--- config.mk ---
export PLATFORM = sky130hd
export DESIGN_NAME = rpt_ram
export DESIGN_NICKNAME = d
export VERILOG_FILES = /design/src/rtl/rpt_ram.sv
export SDC_FILE = /design/constraint.sdc
export NUM_CORES = 2
export LEC_CHECK = 0
export ABC_AREA = 0
export BUFFER_PORTS_ARGS = -buffer_cell sky130_fd_sc_hd__buf_2
export CORE_ASPECT_RATIO = 0.75
export CORE_MARGIN = 1.5
export CORE_UTILIZATION = 30
export CTS_CLUSTER_DIAMETER = 150
export DETAILED_ROUTE_END_ITERATION = 10
export GPL_TIMING_DRIVEN = 0
export PLACE_DENSITY = 0.46
export SLEW_MARGIN = 5
export SYNTH_ARGS = -nofsm -noshare
export SYNTH_HDL_FRONTEND = slang
export SYNTH_SLANG_ARGS = --single-unit
export TNS_END_PERCENT = 30
--- constraint.sdc ---
create_clock -name clk -period 4.3 [get_ports clk]
set_input_delay 0.43 -clock clk [delete_from_list [all_inputs] [get_ports clk]]
set_output_delay 0.43 -clock clk [all_outputs]
set_load 0.01 [all_outputs]
--- src/rtl/rpt_ram.sv ---
// Generic single-write, single-read RAM with registered read data.
// No dependencies; used for the penalty and binding stores.
`default_nettype none

module rpt_ram #(
    parameter int WIDTH = 32,
    parameter int DEPTH = 64
) (
    input  wire logic                     clk,
    input  wire logic                     we,
    input  wire logic [$clog2(DEPTH)-1:0] waddr,
    input  wire logic [WIDTH-1:0]         wdata,
    input  wire logic [$clog2(DEPTH)-1:0] raddr,
    output logic      [WIDTH-1:0]         rdata
);

    logic [WIDTH-1:0] mem [DEPTH];

    // write port and registered read port
    always_ff @(posedge clk)
    begin
        if (we)
        begin
            mem[waddr] <= wdata;
        end
        rdata <= mem[raddr];
    end

endmodule

`default_nettype wire

# After elaboration in Yosys (flattened, before gate mapping)
# Memories as Yosys holds them, arrays and structs flattened. A register that Yosys moved wholly into a read port is not among the register bits.
# Index checks and enable logic that the tools add are counted.
# totals
ramBits,2048
n_memories,1
reg_bits,0
elab_cells,3
out_inout_bits,32
inputBits,46
# classes
mux,2
# mem_list
name,words,width,rd,rd_ports_with_merged_regs,wr,line,rtl
mem,64,32,1,1,1,17,logic [WIDTH-1:0] mem [DEPTH];
# op_table
op,n
$mux 1,2

# Longest topological paths before layout
# logic_depth
word_depth,2
depth_mapped,10
depth_no_buf,5

# Worst setup path after synthesis
# OpenSTA, ideal clock, no wires.
# synth_path
kind,input to register
start,input port waddr[3]
end,memory mem[48][0] (enable)
stages,4
required_ns,3.839
setup_ns,0.461
path_buffers,1
slack_ns,0.710
arrival_time_ns,3.129
cell_sequence,clkbuf_1 > nor2b_1 > nand4b_1 > nor3_1
# synth_lines
item,line,rtl
"start, declared",11,"input wire logic [$clog2(DEPTH)-1:0] waddr,"
"end, declared",17,
# Straight into the memory's write port.

==> impl_results.md <==
- Congestion Overflow GR: 0
- Critical path required time: 5.04 ns
- Clock buffer count from CTS: 218
- Final min period: 4.21 ns
- CP Max Fanout: 19
- Die ar.: 265000 um^2
- CORE AREA: 260000 um^2
- Starting density of the core: 0.302
- EDFF count, synth: 2048
- Post-CTS Setup Bufs: 0
- Clock-pin slew on the worst setup and hold paths: 0.06 ns
- CP startpoint kind: input pin
- Syn nets: 3370
- Fillers: 23800
- Synth Instances: 3324
- Max Clock Freq: 237 MHz
- Maxcap violations: 1
- Number of synthesized register bits: 2080
- Setup TNS: 0 ns
- Resized Gates After CTS: 0
- Hold Fails Final Rpt: 0
- Switching part of the total: 0.226
- Power density over the cells: 466 nW/um^2
- Arr. time, crit path: 4.96 ns
- Largest net degree at the start of global routing: 65
- RSZ-0062 raised after global routing: no
- Worst Tran Pin Value: 1.50 ns
- # DRC: 0
- CTS Sinks: 2080
- Final ANT Viol Nets: 0
- R2R depth: 5
- Top FF cell, synth: edfxtp_1
- Clock Root Buffer: clkbuf_16
- First-pass detailed-route iteration total: 5
- Via count: 39200
- Share of cells above drive strength 1: 0.305
- Pint: 33.6 mW
- NetSw: 9.82 mW
- Final net count: 3794
- Clock Latency Late Sink: 0.90 ns
- Area Growth Syn to Fin: 18.6%
- Antenna violations before repair: 24
- Failing checks: max-capacitance violations, max-slew violations
- Slew HR: -0.00586
- Port Buf Inserts: 69
- Fin. max-slew vios: 2
- Gpl congestion: 0.835
- Wirelength per Cell: 36.3 um
- Min-delay worst type: input pin to register
- First-pass GRT wire length: 356 mm
- Reg power frac: 0.518
- Die extent in x: 594 um
- Via-to-Cell Ratio: 5.33
- Combinational share of power: 0.059
- IO Count: 78
- Vias in the first global route: 38300
- Post-placement cell count: 6961
- Die height: 446 um
- Final Non-Filler Cells: 7368
- Ys async rst share: 0
- Clk pwr share: 0.423
- Distinct cells, synth: 34
- Pleak: 28.6 nW
- Hold depth: 2
- Clock H-tree levels: 4
- Cell Area, Synth: 78500 um^2
- GRT Overall Usage: 0.200
- Crit Path Category: input pin to register
- Seq/Total Area, Yosys: 0.791
- Max clock buf depth: 4
- Final WL: 267 mm
- Worst clock skew: 0.0690 ns
- Maximum VDD drop: 0.000322 V
- Mean post-synth cell area: 23.6 um^2
- CTS tree: done
- Synth warn: 0
- Hpwl dp: 181 mm
- Setup-failing EPs final: 0
- Util after Layout: 0.358
- Rows: 162
- Status: complete, but fails checks
- CP Capture Type: register
- Drt initial violations: 5942
- Fin crit share: 0.980
==> layer usage <==
layer | vias to the layer above | share of wire | track usage
met1 | 22000 | 0.45 | 0.296
met4 | 2 | 0.028 | 0.0550
met5 | - | 0.000026 | 0
met3 | 338 | 0.086 | 0.0434
li1 | 15200 | - | -
met2 | 1761 | 0.44 | 0.296
==> critical path: stages <==
cell and delay, ns:
buf_2 0.44, buf_2 0.39, buf_2 0.68, or2_2 0.23
buf_1 0.80, o22ai_1 0.19, nor2_1 1.18, a21oi_1 0.19
nor2_1 0.36
==> per-stage QoR <==
stage | worst slack, ns | hold WS [ns] | cell area, um^2 | power (mW)
6_report | 0.0860 | 0.0854 | 93200 | 43.4
4_1_cts | 0.293 | 0.0368 | 93100 | 43.7
3_3_place_gp | -2.96 | 0.829 | 83200 | 25.4
3_5_place_dp | -0.966 | 0.822 | 86200 | 25.5
2_1_floorplan | 0.710 | 0.529 | 78500 | 24.0
5_1_grt | 0.258 | 0.0688 | 93200 | 44.5
==> sequential cells by signal (all words and copies together), names as in the netlist <==
| register | count |
|---|---|
| mem | 2048 |
| rdata | 32 |
==> power by group through the flow <==
stage | Combinational (mW) | Sequential, mW | Clock [mW]
floorplan | 1.09 | 22.9 | 0
global placement | 2.44 | 22.9 | 0
detailed placement | 2.55 | 22.9 | 0
CTS | 2.56 | 22.5 | 18.6
global route | 2.66 | 22.5 | 19.4
finish | 2.57 | 22.5 | 18.3
==> cell type report <==
| cell class | count | area [um^2] | share of cell area |
|---|---|---|---|
| clock buffers | 284 | 5870 | 0.0630 |
| plain buffers | 181 | 897 | 0.00963 |
| clock inverters | 108 | 863 | 0.00927 |
| flip-flops and latches | 2080 | 62100 | 0.667 |
| multi-input cells | 1062 | 16000 | 0.171 |
| repair buffers | 205 | 3090 | 0.0332 |
| diodes | 4 | 10.0 | 0.000107 |
| well taps | 3444 | 4310 | 0.0463 |
==> placed cells by master, fill, tap and decap left out, types with 4 or more instances in the layout <==
master / synthesis / routed
nor2b_1: 15 / 15
clkinvlp_4: 0 / 5
clkbuf_1: 74 / 120
clkbuf_8: 0 / 4
a311oi_1: 8 / 8
nand2b_1: 8 / 8
clkbuf_2: 0 / 11
a22oi_1: 12 / 12
buf_2: 57 / 106
and3_1: 4 / 4
o221ai_1: 27 / 27
a21oi_1: 62 / 62
buf_16: 0 / 24
clkinv_1: 0 / 50
mux2i_1: 93 / 93
buf_8: 0 / 5
edfxtp_1: 2048 / 2048
buf_12: 0 / 89
clkbuf_16: 0 / 224
o22ai_1: 84 / 84
nor2_1: 137 / 72
nand3_1: 5 / 5
diode_2: 0 / 4
nor3_1: 7 / 5
nor2_4: 0 / 62
o32ai_1: 4 / 4
dlygate4sd3_1: 0 / 8
dfxtp_1: 32 / 32
a41o_1: 4 / 4
mux4_2: 544 / 544
nand3b_1: 5 / 5
clkinv_2: 0 / 34
buf_4: 25 / 50
nand2_1: 26 / 26
bufinv_16: 0 / 12
buf_6: 5 / 11
buf_1: 21 / 18
==> worst paths after layout <==
check,from,endpoint,slack (ns)
setup reg to reg,mem[32][9]$_DFFE_PP_,rdata[9]$_DFF_P_,1.66
hold / removal,wdata[25],mem[59][25]$_DFFE_PP_,0.09
setup / recovery,raddr[1],rdata[21]$_DFF_P_,0.09
hold reg to reg,mem[6][13]$_DFFE_PP_,rdata[13]$_DFF_P_,1.00
==> synth_stat cells, drive strengths merged (5+ instances only) <==
| cell | instances | share of area |
|---|---|---|
| buf | 108 | 0.0077 |
| nor2b | 15 | 0.0012 |
| nand2 | 26 | 0.0012 |
| mux4 | 544 | 0.16 |
| a21oi | 62 | 0.0040 |
| a311oi | 8 | 0.00089 |
| nand3 | 5 | 0.00032 |
| nand2b | 8 | 0.00064 |
| edfxtp | 2048 | 0.78 |
| o22ai | 84 | 0.0067 |
| nor2 | 137 | 0.0065 |
| nand3b | 5 | 0.00048 |
| a22oi | 12 | 0.0011 |
| clkbuf | 74 | 0.0035 |
| dfxtp | 32 | 0.0082 |
| nor3 | 7 | 0.00045 |
| or3b | 5 | 0.00056 |
| o221ai | 27 | 0.0030 |
| mux2i | 93 | 0.012 |
==> repair_timing <==
item	CTS	global route
hold buffers	8	0
setup endpoints to repair	2	0
endpoints found under the hold margin	128	0
==> cells by family after synthesis <==
group | Yosys count | synth area share
buf+inv | 182 | 0.0113
compound gates | 202 | 0.0167
simple gates | 223 | 0.0127
mux | 637 | 0.168
flops | 2080 | 0.791
(Power assumes the default switching activity.)
